==> config.mk <==
export PLATFORM = sky130hd
export DESIGN_NAME = can_motor_command_gate
export DESIGN_NICKNAME = d
export VERILOG_FILES = /design/src/rtl/core/cmg_pkg.sv /design/src/rtl/core/cmg_front.sv /design/src/rtl/core/cmg_queue.sv /design/src/rtl/core/cmg_back.sv /design/src/rtl/core/can_motor_command_gate.sv
export SDC_FILE = /design/constraint.sdc
export NUM_CORES = 1
export LEC_CHECK = 0
export BUFFER_PORTS_ARGS = -buffer_cell sky130_fd_sc_hd__buf_2
export CAP_MARGIN = 15
export CORE_ASPECT_RATIO = 0.75
export CORE_MARGIN = 4
export CORE_UTILIZATION = 60
export DETAILED_ROUTE_END_ITERATION = 10
export GPL_ROUTABILITY_DRIVEN = 0
export GPL_TIMING_DRIVEN = 0
export PLACE_DENSITY = 0.86
export SETUP_SLACK_MARGIN = 0.1
export SYNTH_ARGS = -nofsm -noshare
export SYNTH_HDL_FRONTEND = slang
export SYNTH_SLANG_ARGS = --single-unit
==> constraint.sdc <==
create_clock -name clk -period 20.2 [get_ports clk]
set_clock_uncertainty 0.2 [all_clocks]
set_input_delay 4.04 -clock clk [delete_from_list [all_inputs] [get_ports clk]]
set_output_delay 4.04 -clock clk [all_outputs]
set_load 0.005 [all_outputs]
==> src/rtl/core/cmg_pkg.sv <==
// ----------------------------------------------------------------------------
// cmg_pkg
// types, codes and constants of the motor command gate
// ----------------------------------------------------------------------------
package cmg_pkg;

  // port widths
  localparam int IN_DATA_W   = 64;
  localparam int OUT_DATA_W  = 40;
  localparam int OUT_USER_W  = 2;
  localparam int CFG_INDEX_W = 3;
  localparam int CFG_DATA_W  = 16;

  // default depth of the queue between front and back
  localparam int QUEUE_DEPTH = 4;

  // item kinds on the input tuser
  localparam logic OP_FRAME = 1'b0;
  localparam logic OP_TICK  = 1'b1;

  // configuration register indexes
  localparam logic [CFG_INDEX_W-1:0] REG_TIMEOUT    = 3'd0;
  localparam logic [CFG_INDEX_W-1:0] REG_MAX_RPM    = 3'd1;
  localparam logic [CFG_INDEX_W-1:0] REG_NODE_ID    = 3'd2;
  localparam logic [CFG_INDEX_W-1:0] REG_SECTION    = 3'd3;
  localparam logic [CFG_INDEX_W-1:0] REG_GLOBAL_ID  = 3'd4;

  // accepted frame kinds
  localparam logic [1:0] KIND_NONE   = 2'd0;
  localparam logic [1:0] KIND_GLOBAL = 2'd1;
  localparam logic [1:0] KIND_NODE   = 2'd2;

  // register reset values
  localparam logic [15:0] TIMEOUT_RST   = 16'd300;
  localparam logic [11:0] MAX_RPM_RST   = 12'd120;
  localparam logic [5:0]  NODE_ID_RST   = 6'd1;
  localparam logic [3:0]  SECTION_RST   = 4'd0;
  localparam logic [10:0] GLOBAL_ID_RST = 11'd128;

  // frame constants
  localparam logic [10:0] NODE_BASE_ID = 11'h100;
  localparam logic [3:0]  FULL_LENGTH  = 4'd8;
  localparam logic [16:0] AGE_MAX      = 17'h1FFFF;

  // command codes and flag bits
  localparam logic [7:0] CMD_RUN        = 8'd1;
  localparam logic [7:0] CMD_PHASE_LO   = 8'd3;
  localparam logic [7:0] CMD_PHASE_HI   = 8'd5;
  localparam int         FLAG_DRIVE_EN  = 0;
  localparam int         FLAG_ESTOP     = 2;
  localparam int         FLAG_CLOSED    = 3;
  localparam int         NFLAG_ENABLE   = 0;

  // divide by ten: (n * 52429) >> 19 is exact for n below 43690
  localparam logic [16:0] DIV10_MUL   = 17'd52429;
  localparam int          DIV10_SHIFT = 19;

  // rpm to 1/256 rad/s, scaled by 1024
  localparam logic [14:0] VEL_CLOSED_MUL = 15'd27451;
  localparam logic [14:0] VEL_OPEN_MUL   = 15'd9883;

  // output tdata bit positions
  localparam int OD_RUN   = 0;
  localparam int OD_SEC   = 1;
  localparam int OD_OPEN  = 2;
  localparam int OD_GFR   = 3;
  localparam int OD_NFR   = 4;
  localparam int OD_PHASE = 5;
  localparam int OD_RPM   = 7;
  localparam int OD_VEL   = 19;

  // per-request status worked out by the front
  typedef struct packed {
    logic [1:0] kind;
    logic       run;
    logic       sec_active;
    logic       open_loop;
    logic       g_fresh;
    logic       n_fresh;
    logic [1:0] phase;
  } cmg_flags_t;

  // queue entry: status plus speed operands
  typedef struct packed {
    cmg_flags_t  flags;
    logic [15:0] base_speed;
    logic [15:0] trim;
  } cmg_entry_t;

endpackage

==> src/rtl/core/cmg_front.sv <==
// ----------------------------------------------------------------------------
// cmg_front
// takes frames and ticks, holds the latched frame state and ages, and
// classifies each request into a queue entry
// ----------------------------------------------------------------------------
module cmg_front
  import cmg_pkg::*;
(
  input  logic                   clk,
  input  logic                   rst_n,
  input  logic                   in_tvalid,
  output logic                   in_tready,
  input  logic [IN_DATA_W-1:0]   in_tdata,
  input  logic                   in_tuser,
  input  logic                   cfg_valid,
  input  logic [CFG_INDEX_W-1:0] cfg_index,
  input  logic [CFG_DATA_W-1:0]  cfg_data,
  output logic [11:0]            max_rpm,
  input  logic                   q_full,
  output logic                   q_push,
  output cmg_entry_t             q_entry
);

  // configuration registers
  logic [15:0] timeout_r;
  logic [11:0] max_rpm_r;
  logic [5:0]  node_id_r;
  logic [3:0]  section_r;
  logic [10:0] global_id_r;

  // latched frame state
  logic [7:0]  ctrl_flags_r, ctrl_flags_nxt;
  logic [15:0] base_r,       base_nxt;
  logic [7:0]  cmd_r,        cmd_nxt;
  logic [7:0]  nflags_r,     nflags_nxt;
  logic [15:0] trim_r,       trim_nxt;
  logic [15:0] sect_bits_r,  sect_bits_nxt;
  logic [16:0] g_age_r,      g_age_nxt;
  logic [16:0] n_age_r,      n_age_nxt;

  // request fields
  logic [10:0] fid;
  logic        ext;
  logic [3:0]  dlen;
  logic [7:0]  b0;
  logic [7:0]  b1;
  logic [15:0] w2;
  logic [15:0] w4;

  logic        accept;
  logic        is_frame;
  logic        hit_g;
  logic        hit_n;
  logic [10:0] node_fid;
  logic [1:0]  kind;
  logic        g_fresh;
  logic        n_fresh;
  logic        phase_cmd;
  logic        cmd_en;
  logic        sec_active;
  logic        run;
  logic [7:0]  phase_sel;

  assign fid  = in_tdata[10:0];
  assign ext  = in_tdata[11];
  assign dlen = in_tdata[15:12];
  assign b0   = in_tdata[23:16];
  assign b1   = in_tdata[31:24];
  assign w2   = in_tdata[47:32];
  assign w4   = in_tdata[63:48];

  assign in_tready = !q_full;
  assign accept    = in_tvalid && in_tready;
  assign max_rpm   = max_rpm_r;

  // configuration writes
  always_ff @(posedge clk) begin
    if (!rst_n) begin
      timeout_r   <= TIMEOUT_RST;
      max_rpm_r   <= MAX_RPM_RST;
      node_id_r   <= NODE_ID_RST;
      section_r   <= SECTION_RST;
      global_id_r <= GLOBAL_ID_RST;
    end else if (cfg_valid) begin
      case (cfg_index)
        REG_TIMEOUT:   timeout_r   <= cfg_data;
        REG_MAX_RPM:   max_rpm_r   <= cfg_data[11:0];
        REG_NODE_ID:   node_id_r   <= cfg_data[5:0];
        REG_SECTION:   section_r   <= cfg_data[3:0];
        REG_GLOBAL_ID: global_id_r <= cfg_data[10:0];
        default: ;
      endcase
    end
  end

  // frame match
  assign node_fid = NODE_BASE_ID + {5'd0, node_id_r};
  assign is_frame = (in_tuser == OP_FRAME) && !ext && (dlen == FULL_LENGTH);
  assign hit_g    = is_frame && (fid == global_id_r);
  assign hit_n    = is_frame && !hit_g && (fid == node_fid);

  // state update
  always_comb begin
    ctrl_flags_nxt = ctrl_flags_r;
    base_nxt       = base_r;
    cmd_nxt        = cmd_r;
    nflags_nxt     = nflags_r;
    trim_nxt       = trim_r;
    sect_bits_nxt  = sect_bits_r;
    g_age_nxt      = g_age_r;
    n_age_nxt      = n_age_r;
    kind           = KIND_NONE;
    if (in_tuser == OP_TICK) begin
      g_age_nxt = (g_age_r == AGE_MAX) ? AGE_MAX : g_age_r + 17'd1;
      n_age_nxt = (n_age_r == AGE_MAX) ? AGE_MAX : n_age_r + 17'd1;
    end else if (hit_g) begin
      ctrl_flags_nxt = b1;
      base_nxt       = w2;
      g_age_nxt      = '0;
      kind           = KIND_GLOBAL;
    end else if (hit_n) begin
      cmd_nxt       = b0;
      nflags_nxt    = b1;
      trim_nxt      = w2;
      sect_bits_nxt = w4;
      n_age_nxt     = '0;
      kind          = KIND_NODE;
    end
  end

  always_ff @(posedge clk) begin
    if (!rst_n) begin
      ctrl_flags_r <= '0;
      base_r       <= '0;
      cmd_r        <= '0;
      nflags_r     <= '0;
      trim_r       <= '0;
      sect_bits_r  <= '0;
      g_age_r      <= AGE_MAX;
      n_age_r      <= AGE_MAX;
    end else if (accept) begin
      ctrl_flags_r <= ctrl_flags_nxt;
      base_r       <= base_nxt;
      cmd_r        <= cmd_nxt;
      nflags_r     <= nflags_nxt;
      trim_r       <= trim_nxt;
      sect_bits_r  <= sect_bits_nxt;
      g_age_r      <= g_age_nxt;
      n_age_r      <= n_age_nxt;
    end
  end

  // run permission from the updated state
  assign g_fresh    = g_age_nxt <= {1'b0, timeout_r};
  assign n_fresh    = n_age_nxt <= {1'b0, timeout_r};
  assign phase_cmd  = (cmd_nxt >= CMD_PHASE_LO) && (cmd_nxt <= CMD_PHASE_HI);
  assign cmd_en     = !n_fresh || (cmd_nxt == CMD_RUN) || nflags_nxt[NFLAG_ENABLE]
                      || (n_fresh && phase_cmd);
  assign sec_active = !n_fresh || sect_bits_nxt[section_r];
  assign run        = g_fresh && ctrl_flags_nxt[FLAG_DRIVE_EN]
                      && !ctrl_flags_nxt[FLAG_ESTOP] && cmd_en && sec_active;
  assign phase_sel  = cmd_nxt - 8'd2;

  // queue entry
  always_comb begin
    q_entry.flags.kind       = kind;
    q_entry.flags.run        = run;
    q_entry.flags.sec_active = sec_active;
    q_entry.flags.open_loop  = !ctrl_flags_nxt[FLAG_CLOSED];
    q_entry.flags.g_fresh    = g_fresh;
    q_entry.flags.n_fresh    = n_fresh;
    q_entry.flags.phase      = (run && phase_cmd) ? phase_sel[1:0] : 2'd0;
    q_entry.base_speed       = base_nxt;
    q_entry.trim             = trim_nxt;
  end

  assign q_push = accept;

endmodule

==> src/rtl/core/cmg_queue.sv <==
// ----------------------------------------------------------------------------
// cmg_queue
// short first-in first-out queue between front and back
// ----------------------------------------------------------------------------
module cmg_queue
  import cmg_pkg::*;
#(
  parameter int DEPTH = QUEUE_DEPTH
) (
  input  logic       clk,
  input  logic       rst_n,
  input  logic       push,
  input  cmg_entry_t push_entry,
  output logic       full,
  input  logic       pop,
  output logic       avail,
  output cmg_entry_t pop_entry
);

  localparam int PTR_W = $clog2(DEPTH);
  localparam int CNT_W = $clog2(DEPTH + 1);
  localparam logic [PTR_W-1:0] PTR_LAST = PTR_W'(DEPTH - 1);
  localparam logic [PTR_W-1:0] PTR_ONE  = PTR_W'(1);
  localparam logic [CNT_W-1:0] CNT_FULL = CNT_W'(DEPTH);
  localparam logic [CNT_W-1:0] CNT_ONE  = CNT_W'(1);

  cmg_entry_t       slot_r [DEPTH];
  logic [PTR_W-1:0] wr_ptr_r, wr_ptr_nxt;
  logic [PTR_W-1:0] rd_ptr_r, rd_ptr_nxt;
  logic [CNT_W-1:0] count_r,  count_nxt;
  logic             do_push;
  logic             do_pop;

  assign full      = (count_r == CNT_FULL);
  assign avail     = (count_r != '0);
  assign pop_entry = slot_r[rd_ptr_r];
  assign do_push   = push && !full;
  assign do_pop    = pop && avail;

  // pointers and fill count
  always_comb begin
    wr_ptr_nxt = wr_ptr_r;
    rd_ptr_nxt = rd_ptr_r;
    count_nxt  = count_r;
    if (do_push) begin
      wr_ptr_nxt = (wr_ptr_r == PTR_LAST) ? '0 : wr_ptr_r + PTR_ONE;
    end
    if (do_pop) begin
      rd_ptr_nxt = (rd_ptr_r == PTR_LAST) ? '0 : rd_ptr_r + PTR_ONE;
    end
    if (do_push && !do_pop) begin
      count_nxt = count_r + CNT_ONE;
    end else if (do_pop && !do_push) begin
      count_nxt = count_r - CNT_ONE;
    end
  end

  always_ff @(posedge clk) begin
    if (!rst_n) begin
      wr_ptr_r <= '0;
      rd_ptr_r <= '0;
      count_r  <= '0;
    end else begin
      wr_ptr_r <= wr_ptr_nxt;
      rd_ptr_r <= rd_ptr_nxt;
      count_r  <= count_nxt;
    end
  end

  // entry storage
  always_ff @(posedge clk) begin
    if (do_push) begin
      slot_r[wr_ptr_r] <= push_entry;
    end
  end

endmodule

==> src/rtl/core/cmg_back.sv <==
// ----------------------------------------------------------------------------
// cmg_back
// three-stage speed pipeline: trim divide, clamp, velocity scale; drives
// the result channel
// ----------------------------------------------------------------------------
module cmg_back
  import cmg_pkg::*;
(
  input  logic                  clk,
  input  logic                  rst_n,
  input  logic [11:0]           max_rpm,
  input  logic                  q_avail,
  input  cmg_entry_t            q_entry,
  output logic                  q_pop,
  output logic                  out_tvalid,
  input  logic                  out_tready,
  output logic [OUT_DATA_W-1:0] out_tdata,
  output logic [OUT_USER_W-1:0] out_tuser
);

  // stage valids
  logic a_valid_r;
  logic b_valid_r;
  logic c_valid_r;
  logic adv_a;
  logic adv_b;
  logic adv_c;

  // stage a: trim magnitude divided by ten
  cmg_flags_t  a_flags_r;
  logic [15:0] a_base_r;
  logic        a_neg_r;
  logic [11:0] a_quot_r;
  logic [16:0] trim_abs;
  logic [33:0] div_prod;

  // stage b: clamped rpm
  cmg_flags_t  b_flags_r;
  logic [11:0] b_rpm_r;
  logic signed [17:0] delta;
  logic signed [17:0] req;
  logic [11:0] rpm_clamp;

  // stage c: output register
  cmg_flags_t  c_flags_r;
  logic [11:0] c_rpm_r;
  logic [16:0] c_vel_r;
  logic [14:0] vel_mul;
  logic [26:0] vel_prod;

  // pipeline advance, stalled from the result side
  assign adv_c = !c_valid_r || out_tready;
  assign adv_b = !b_valid_r || adv_c;
  assign adv_a = !a_valid_r || adv_b;
  assign q_pop = q_avail && adv_a;

  always_ff @(posedge clk) begin
    if (!rst_n) begin
      a_valid_r <= 1'b0;
      b_valid_r <= 1'b0;
      c_valid_r <= 1'b0;
    end else begin
      if (adv_a) begin
        a_valid_r <= q_avail;
      end
      if (adv_b) begin
        b_valid_r <= a_valid_r;
      end
      if (adv_c) begin
        c_valid_r <= b_valid_r;
      end
    end
  end

  // stage a
  assign trim_abs = q_entry.trim[15] ? 17'd0 - {1'b1, q_entry.trim}
                                     : {1'b0, q_entry.trim};
  assign div_prod = 34'(trim_abs) * 34'(DIV10_MUL);

  always_ff @(posedge clk) begin
    if (adv_a) begin
      a_flags_r <= q_entry.flags;
      a_base_r  <= q_entry.base_speed;
      a_neg_r   <= q_entry.trim[15];
      a_quot_r  <= div_prod[DIV10_SHIFT +: 12];
    end
  end

  // stage b: base plus trim, clamped to 0..max_rpm
  assign delta = a_neg_r ? -$signed({6'd0, a_quot_r}) : $signed({6'd0, a_quot_r});
  assign req   = $signed({2'd0, a_base_r}) + delta;

  always_comb begin
    if (req <= 18'sd0) begin
      rpm_clamp = '0;
    end else if (req >= $signed({6'd0, max_rpm})) begin
      rpm_clamp = max_rpm;
    end else begin
      rpm_clamp = req[11:0];
    end
  end

  always_ff @(posedge clk) begin
    if (adv_b) begin
      b_flags_r <= a_flags_r;
      b_rpm_r   <= a_flags_r.run ? rpm_clamp : 12'd0;
    end
  end

  // stage c: velocity scale
  assign vel_mul  = b_flags_r.open_loop ? VEL_OPEN_MUL : VEL_CLOSED_MUL;
  assign vel_prod = 27'(b_rpm_r) * 27'(vel_mul);

  always_ff @(posedge clk) begin
    if (adv_c) begin
      c_flags_r <= b_flags_r;
      c_rpm_r   <= b_rpm_r;
      c_vel_r   <= vel_prod[26:10];
    end
  end

  // result channel
  assign out_tvalid = c_valid_r;
  assign out_tuser  = c_flags_r.kind;

  always_comb begin
    out_tdata                  = '0;
    out_tdata[OD_RUN]          = c_flags_r.run;
    out_tdata[OD_SEC]          = c_flags_r.sec_active;
    out_tdata[OD_OPEN]         = c_flags_r.open_loop;
    out_tdata[OD_GFR]          = c_flags_r.g_fresh;
    out_tdata[OD_NFR]          = c_flags_r.n_fresh;
    out_tdata[OD_PHASE +: 2]   = c_flags_r.phase;
    out_tdata[OD_RPM +: 12]    = c_rpm_r;
    out_tdata[OD_VEL +: 17]    = c_vel_r;
  end

endmodule

==> src/rtl/core/can_motor_command_gate.sv <==
// ----------------------------------------------------------------------------
// can_motor_command_gate
// CAN command gate: latches control frames, ages them on ticks and derives
// run permission and target speed for one motor node
// ----------------------------------------------------------------------------
// Usage:
//   in_*  : one request per handshake, a received frame (in_tuser = 0) or a
//           millisecond tick (in_tuser = 1), frame fields in in_tdata.
//   out_* : exactly one result per request, in order; the latched kind in
//           out_tuser, status and target speed in out_tdata.
//   cfg_* : register writes (index, data), always ready; write only while
//           no request is in flight.
//   One request per cycle is taken and delivered steadily while the receiver
//   does not stall, set by the state update in the front and the three-stage
//   speed pipeline in the back.
//   A queue of DEPTH entries (QUEUE_DEPTH by default) sits between the two; when the receiver
//   stalls the pipeline holds, the queue fills and in_tready falls once it
//   is full.
//   Reset (rst_n low, synchronous) restores register defaults, clears the
//   latched frames, marks both frames stale and empties queue and pipeline.
// ----------------------------------------------------------------------------
module can_motor_command_gate
  import cmg_pkg::*;
#(
  parameter int DEPTH = QUEUE_DEPTH
) (
  input  logic                   clk,
  input  logic                   rst_n,
  // frame_id[10:0], extended_id[11], data_length[15:12], byte_zero[23:16],
  // byte_one[31:24], word_two[47:32], word_four[63:48]
  input  logic [IN_DATA_W-1:0]   in_tdata,
  // op[0]
  input  logic                   in_tuser,
  input  logic                   in_tvalid,
  output logic                   in_tready,
  // run_ok[0], sec_on[1], open_loop[2], glob_live[3], node_live[4],
  // phase_test[6:5], rpm_goal[18:7], vel_goal[35:19], zero[39:36]
  output logic [OUT_DATA_W-1:0]  out_tdata,
  // accepted_kind[1:0]
  output logic [OUT_USER_W-1:0]  out_tuser,
  output logic                   out_tvalid,
  input  logic                   out_tready,
  input  logic                   cfg_valid,
  output logic                   cfg_ready,
  input  logic [CFG_INDEX_W-1:0] cfg_index,
  input  logic [CFG_DATA_W-1:0]  cfg_data
);

  logic        q_full;
  logic        q_push;
  logic        q_pop;
  logic        q_avail;
  cmg_entry_t  push_entry;
  cmg_entry_t  pop_entry;
  logic [11:0] max_rpm;

  assign cfg_ready = 1'b1;

  // request front
  cmg_front u_front (
    .clk       (clk),
    .rst_n     (rst_n),
    .in_tvalid (in_tvalid),
    .in_tready (in_tready),
    .in_tdata  (in_tdata),
    .in_tuser  (in_tuser),
    .cfg_valid (cfg_valid && cfg_ready),
    .cfg_index (cfg_index),
    .cfg_data  (cfg_data),
    .max_rpm   (max_rpm),
    .q_full    (q_full),
    .q_push    (q_push),
    .q_entry   (push_entry)
  );

  // queue between front and back
  cmg_queue #(
    .DEPTH (DEPTH)
  ) u_queue (
    .clk        (clk),
    .rst_n      (rst_n),
    .push       (q_push),
    .push_entry (push_entry),
    .full       (q_full),
    .pop        (q_pop),
    .avail      (q_avail),
    .pop_entry  (pop_entry)
  );

  // speed pipeline and result channel
  cmg_back u_back (
    .clk        (clk),
    .rst_n      (rst_n),
    .max_rpm    (max_rpm),
    .q_avail    (q_avail),
    .q_entry    (pop_entry),
    .q_pop      (q_pop),
    .out_tvalid (out_tvalid),
    .out_tready (out_tready),
    .out_tdata  (out_tdata),
    .out_tuser  (out_tuser)
  );

endmodule

After elaboration in Yosys (flattened, before gate mapping):

Memories as Yosys holds them, arrays and structs flattened. A register that Yosys moved wholly into a read port is not among the register bits.
Cells that the tools add are included.

* equality and inequality tests: 13
* order comparisons: 7
* add/subtract/negate cells: 11
* multipliers: 2
* reduce and logical (&&, ||, !) cells: 46
* bitwise gates (word level): 2
* multiplexer cells: 41

Operator list (number)
* 2-to-1 mux 17 bit: 8
* 2-to-1 mux 16 bit: 8
* adder 17 x 1 -> 17 bit (second input constant): 2
* equality test 17 bit (second input constant): 2
* less-or-equal comparator 17 x 16 -> 1 bit: 2
* multiplier 17 x 16 -> 31 bit (second input constant): 1
* multiplier 12 x 15 -> 27 bit: 1
* 2-to-1 mux 8 bit: 3
* equality test 11 bit: 2
* adder 17 x 18 -> 18 bit: 1
* greater-or-equal comparator 18 x 13 -> 1 bit: 1
* less-or-equal comparator 18 x 1 -> 1 bit (second input constant): 1
* logical AND 1 bit: 18
* 2-to-1 mux 18 bit: 1
* negation 12 -> 18 bit: 1
* subtractor 1 x 17 -> 17 bit (first input constant): 1
* 2-to-1 mux 2 bit: 8
* 2-to-1 mux 15 bit: 1
* 2-to-1 mux 12 bit: 1
* logical NOT 1 bit: 11
* adder 9 x 6 -> 10 bit (first input constant): 1
* AND reduction 2 bit: 5
* equality test 8 x 1 -> 1 bit (second input constant): 1
* greater-or-equal comparator 8 x 2 -> 1 bit (second input constant): 1
* 22 further kinds: 40

* memories: 1
* bits in writable memories: 164
* output and inout port bits: 45
* logic and storage cells: 170
* register bits after elaboration: 251
* input bits: 89

Memories
* u_queue.slot_r: depth 4, bits a word 41, read ports 1, clocked after memory_dff 1, wr ports 1, RTL line cmg_queue.sv:27 `cmg_entry_t slot_r [DEPTH];`

Logic depth before layout (Yosys ltp):

Gate-level depths: netlist (run 1).

* depth in word-level cells: 19
* gate-level depth with buffers: 29
* mapped depth without buffers: 28

By module:

From an unflattened synthesis (run 1), not the netlist that was laid out.

* cells, all modules: 2658
* area total of the unflattened synthesis: 27888.0 µm²

Modules (own cells, without submodules)
* cmg_back: cells each 1301, instances 1, area each 13585.5 µm², seq. area each 2972.9 µm²
* cmg_front: cells each 1089, instances 1, area each 7842.5 µm², seq. area each 2862.7 µm²
* cmg_queue: cells each 266, instances 1, area each 6448.7 µm², seq. area each 5104.9 µm²
* can_motor_command_gate: cells each 2, instances 1, area each 11.3 µm², seq. area each 0.0 µm²

Worst setup path after synthesis (run 1):

OpenSTA, ideal clock, no wires.

* path type: input port to flip-flop
* start point: in in_tdata[13]
* end point: mem u_queue.slot_r[0][33] in the netlist's numbering (data pin)
* cell stages on the path: 18
* path buffers: 3
* setup time: 0.230 ns
* data arrival time: 8.038 ns
* setup slack: 11.732 ns
* data required time: 19.770 ns
* path through: or4b_2 -> nor3_1 -> nand3_1 -> nor3_4 -> buf_2 -> buf_2 -> buf_2 -> a211oi_1 -> ha_1 -> a21o_1 -> a21o_1 -> a211oi_1 -> o21ai_0 -> a221o_1 -> a21oi_1 -> o211a_1 -> a2111o_1 -> a2111oi_2

RTL lines
* start: declaration: RTL line can_motor_command_gate.sv:31 `input logic [IN_DATA_W-1:0] in_tdata,`
* end: declaration: RTL line cmg_queue.sv:27

==> impl_results.md, run 1 <==
* NumNets Final at 3287
* PostCTS Resize Cnt at 0
* Starting density of the core at 0.614
* Final period utilization at 0.484
* Post-Syn Instances at 2560
* DR vias/cell at 6.04
* CTS tree: done
* Rows at 67
* Maximum fanout along the worst path at 10
* GRT Overall Usage at 0.271
* Seq cells post-synth at 416
* Die Y-Extent at slightly below 200 µm
* Max frequency at 102 MHz
* Die width at 256 µm
* RSZ-0062 raised after global routing: false
* Reg clk slew, reported paths at 70 ps
* I/O pin cnt at 134
* Worst Path Required at around 20000 ps
* Seq/Total Area, Yosys at 0.394
* Vias in the first global route at 20900
* DRC Markers at 0
* Number of antenna-violating nets in the routed design at 0
* First-pass DRT Iterations at 8
* First-pass GRT wire length at ~110000 µm
* Antenna violations before repair at 0
* Main synth FF type: edfxtp_1
* Post-synth cell types at 75
* Htree depth at 2
* Longest Clk Path Bufs at 3
* Max-slew violations at 0
* Worst Tran Pin Value at roughly 1100 ps
* Via count at just over 20000
* Startpoint Class: flip-flop
* PortBufs at 122
* Die Footprint at 0.0498 mm²
* Total Neg Setup Slack at 0 ps
* Max-slew headroom at 0.235
* CTS Sinks at 416
* WL/cell at 20.2 µm
* Setup bufs post-CTS at 0
* Core ar. at about 0.045 mm²
* N_diodes at 0
* Minimum clock period at 9770 ps
* Post-CTS Hold Buffers at 0
* Final wirelength at 68100 µm
* Root buf cell: clkbuf_16
* Crit end category: flip-flop
* Fillers at between 3000 and 4000
* Final hold vios at 0
* Worst path arrival time at 9840 ps
* Max stage delay on crit path at 770 ps
* Share of cells above drive strength 1 at 0.109
* Area grow syn2layout at 10.5%
* Dpl hpwl at 51500 µm
* Max-cap violations at 0
* Initial drt markers at roughly 2200
* HP Class: reg -> reg
* Total CTS buffers at 40
* Final setup violation count at 0
* Worst-Skew Late Latency at 560 ps
* Setup CP Type: reg -> reg
* Synth Area per Inst at roughly 11 µm²
* Synth warnings at 0
* Grt total ovfl at 0
* Post-synth ARST share at 0
* Number of synthesized flops with an enable pin at around 260
* Mapped Area at 0.0278 mm²
* Status: completed
* Slowest cell on crit path: clkbuf_1
* Pin count of the biggest net entering global routing at 37
-- area by class of cell --
| class | instances | area (µm²) | share of cell area |
|---|---|---|---|
| multi-input cells | 1696 | 15100 | 0.493 |
| flip-flops and latches | 416 | 10900 | 0.357 |
| inverters | 381 | 1430 | 0.0466 |
| clock buffers | 52 | 1110 | 0.0361 |
| well taps | 586 | 733 | 0.0239 |
| repair buffers | 128 | 731 | 0.0238 |
| plain buffers | 87 | 354 | 0.0115 |
| clock inverters | 21 | 260 | 0.00848 |
-- worst max-delay path: cells and delay by family (launching register included) --
family	cells	cell delay, ps
adders and majority gates	7	3080
buffers and inverters	7	1730
AOI/OAI and AO/OA	6	1450
and+or+nand+nor	5	1320
xor gates and xnor gates	2	740
muxes	1	660
DFF	1	310
-- final timing paths --
kind | startpoint | end | slack (ps) | depth (start not counted)
worst max register to register | flip-flop | u_back.a_quot_r[11] | 10430 | 28
worst max-delay path | flip-flop | u_back.a_quot_r[11] | 10430 | 28
worst min-delay path | u_back.b_flags_r[5] | u_back.out_tdata[1] | 220 | 0
worst min register to register | u_back.b_flags_r[5] | u_back.out_tdata[1] | 220 | 0
-- cell usage in the layout, fill, tap and decap left out, types with 59 or more instances in the layout --
cell,synthesis,final
edfxtp_1,261,261
o21ai_0,82,82
xnor2_1,71,71
dfxtp_1,155,155
a21boi_0,59,59
nor2_1,178,178
inv_1,379,378
ha_1,272,272
clkbuf_1,71,78
nand2_1,202,202
nand3_1,68,67
a21oi_1,65,65
buf_2,7,129
fa_1,176,176
-- per-layer routing --
layer  vias to the layer above  track usage  share of wire
met3                       220       0.0474          0.091
met4                         0       0.0936          0.037
li1                       9119            -              -
met5                         -            0              0
met2                      1090        0.450           0.47
met1                      9904        0.364           0.40
-- state kept, by name, indices dropped and copies added (netlist names), 16 cells and up, named ones only --
name                 flops
u_front.g_age_r         17
u_front.timeout_r       16
u_back.a_base_r         16
u_front.base_r          16
u_back.c_vel_r          17
u_front.n_age_r         17
u_front.sect_bits_r     16
u_queue.slot_r         164
u_front.trim_r          16
-- synth_stat cells, drive strengths merged, types with 25 or more instances --
cell	instances	area, µm²
a21boi	59	443
a21o	34	255
a21oi	66	334
clkbuf	71	267
dfxtp	155	3100
edfxtp	261	7840
fa	176	3520
ha	272	3400
inv	381	1430
mux2	34	383
mux2i	35	350
mux4	45	1020
nand2	202	758
nand3	68	340
nor2	178	668
nor2b	39	244
nor3	37	208
nor3b	34	255
o21ai	84	424
xnor2	71	622
xor2	25	226
-- logic make-up after synthesis --
kind of cell,share of synthesized area
compound gates,0.0821
xor+xnor,0.0306
fa+ha+maj,0.250
buf+inv,0.0643
flops,0.394
mux,0.0633
other cells,0.000271
simple gates,0.116
-- through the flow --
stage               utilization  instances  setup slack (ps)  hold slack, ps  instance area [µm²]
detailed placement        0.649       3294             10480             208                29300
global placement          0.646       3288             10670             207                29200
floorplan                     -       2580             11730             200                27800
finish                    0.679       3367             10430             220                30700
global route              0.679       3367              9750             231                30700
CTS                       0.679       3367             10400             223                30700
Power of run 1 is left out: the tool's default activity adds up to more than one toggle a clock period on the data nets, which glitch-free logic cannot reach.
==> inputs of run 2 (changes only) <==
==> constraint.sdc (replaced) <==
create_clock -name clk -period 9.3 [get_ports clk]
set_clock_uncertainty 0.2 [all_clocks]
set_input_delay 1.86 -clock clk [delete_from_list [all_inputs] [get_ports clk]]
set_output_delay 1.86 -clock clk [all_outputs]
set_load 0.005 [all_outputs]
==> run 2 against run 1 <==
Compared with the run above: register-to-register slack worse by 10000 ps; sequential cell count unchanged; highest routed layer unchanged; setup slack got worse by 10000 ps; sequential share of layout area shrank 0.11 points; critical endpoint is now u_back.a_quot_r[8]; critical path depth decreased by 1; utilization increased by 0.22 points; final cell count about the same; final area up 0.32%; global-route usage is essentially flat; non-clock buffer count grew 3; fmax up 10%; worst hold slack better by 0.72 ps.
==> impl_results.md, run 2 (synthesized netlist as in run 1, its figures left out) <==
* Status: completed
* WL/cell at about 20 µm
* Final hold vios at 0
* CTS tree: done
* Final period utilization at 0.953
* I/O pin cnt at 134
* First-pass DRT Iterations at 6
* Final setup violation count at 0
* Max-cap violations at 0
* Reg-to-reg endpoint: u_back.a_quot_r[8]
* Most frequent cells in the layout: inv_1 (378), ha_1 (272), edfxtp_1 (261)
* Die Y-Extent at between 150 and 200 µm
* Max frequency at 113 MHz
* Final wirelength at 68300 µm
* Setup slack after layout at around 440 ps
* Rows at 67
* Antenna violations before repair at 0
* Worst Path Required at 9370 ps
* Root buf cell: clkbuf_16
* Vias in the first global route at 20900
* WHS Path Cells at 0
* Post-Layout Cell Count at 3370
* Max-slew headroom at 0.239
* Top reg by flops: u_queue.slot_r
* Via count at between 20000 and 25000
* Reg2Reg Setup Slack at 440 ps
* First-pass GRT wire length at 109000 µm
* DRC Markers at 0
* Hold_sp: u_back.b_flags_r[5]
* HP Class: reg -> reg
* Longest Clk Path Bufs at 3
* Largest register FFs at ~160
* Crit end category: flip-flop
* RSZ-0062 raised after global routing: false
* Pre-CTS setup slack at -424 ps
* Leading cell type in the layout, fill and taps excluded: inv_1
* Pin count of the biggest net entering global routing at 37
* Share of cells above drive strength 1 at 0.114
* Die Footprint at 0.0498 mm²
* Core ar. at 0.0452 mm²
* NumNets Final at 3290
* Max stage delay on crit path at around 600 ps
* Minimum clock period at approximately 8900 ps
* N_diodes at 0
* Slowest cell on crit path: mux4_2
* Initial drt markers at 1954
* CTS Sinks at 416
* Worst-Skew Late Latency at 560 ps
* Total Neg Setup Slack at 0 ps
* Maximum fanout along the worst path at 6
* Hold Path Sink: u_back.out_tdata[1]
* Worst path arrival time at a little under 9000 ps
* Number of antenna-violating nets in the routed design at 0
* DR vias/cell at 6.05
* GRT Overall Usage at 0.271
* CP bufs+invs at 6
* Setup CP Type: reg -> reg
* Reg clk slew, reported paths at 70 ps
* Starting density of the core at 0.614
* Dpl hpwl at between 50000 and 60000 µm
* Worst Tran Pin Value at 1140 ps
* # placed instances at roughly 3300
* Grt total ovfl at 0
* Total CTS buffers at 40
* Die width at about 260 µm
* Cells on worst reg2reg path at 27
* Startpoint Class: flip-flop
* Area grow syn2layout at 10.9%
* Max-slew violations at 0
* PortBufs at 122
* Htree depth at 2
* Fillers at 2993
* CP delay by family, top: adder cells
==> run 2: repair_timing <==
action,in CTS,in global routing
resized for setup,6,15
endpoints found under the hold margin,0,0
setup endpoints to repair,8,8
pin swaps,0,1
setup buffers,0,3
hold buffers,0,0
==> run 2: routing by layer <==
layer / GRT usage / vias to the layer above / part of all wire
li1: - / 9129 / -
met1: 0.362 / 9930 / 0.40
met2: 0.450 / 1111 / 0.48
met3: 0.0490 / 212 / 0.092
met4: 0.0946 / 0 / 0.035
met5: 0 / - / 0
==> run 2: stage by stage <==
step	hold WS [ps]	area, µm²	utilization
2_1_floorplan	200	27800	-
3_3_place_gp	207	29200	0.646
3_5_place_dp	208	29300	0.649
4_1_cts	223	30700	0.679
5_1_grt	231	30800	0.681
6_report	221	30800	0.681
==> run 2: cell type report <==
| class | count | area, µm² | area share |
|---|---|---|---|
| Clock inverter | 21 | 260 | 0.00846 |
| Sequential cell | 416 | 10900 | 0.356 |
| Tap cell | 586 | 733 | 0.0238 |
| Inverter | 381 | 1430 | 0.0465 |
| Clock buffer | 52 | 1110 | 0.0360 |
| Timing Repair Buffer | 131 | 753 | 0.0245 |
| Buffer | 87 | 364 | 0.0118 |
| Multi-Input combinational cell | 1696 | 15200 | 0.493 |
==> run 2: how the worst max path moves through the flow <==
stage                         start                   to  depth (start not counted)
after floorplan           flip-flop   u_back.a_quot_r[8]                         28
after global placement    flip-flop  u_back.a_quot_r[11]                         28
after detailed placement  flip-flop  u_back.a_quot_r[11]                         28
after CTS                 flip-flop   u_back.a_quot_r[8]                         27
after global routing      flip-flop   u_back.a_quot_r[8]                         28
final                     flip-flop   u_back.a_quot_r[8]                         27
==> run 2: worst register-to-register path, stage by stage, from the launching register on <==
cell	delay, ps
dfxtp_1	310
clkbuf_2	210
mux4_2	610
or3_1	410
or2_2	310
nor4_1	250
nor2_1	120
xnor2_2	340
inv_1	210
ha_1	350
inv_1	110
fa_1	560
inv_1	60
fa_1	510
fa_1	530
fa_1	540
inv_1	60
fa_1	570
inv_1	60
ha_1	310
nand4_1	150
o221ai_1	270
a211o_1	360
a211o_1	340
a21o_1	230
a21oi_2	240
o221ai_1	190
xor2_1	170
Power of run 2 is left out for the same reason.
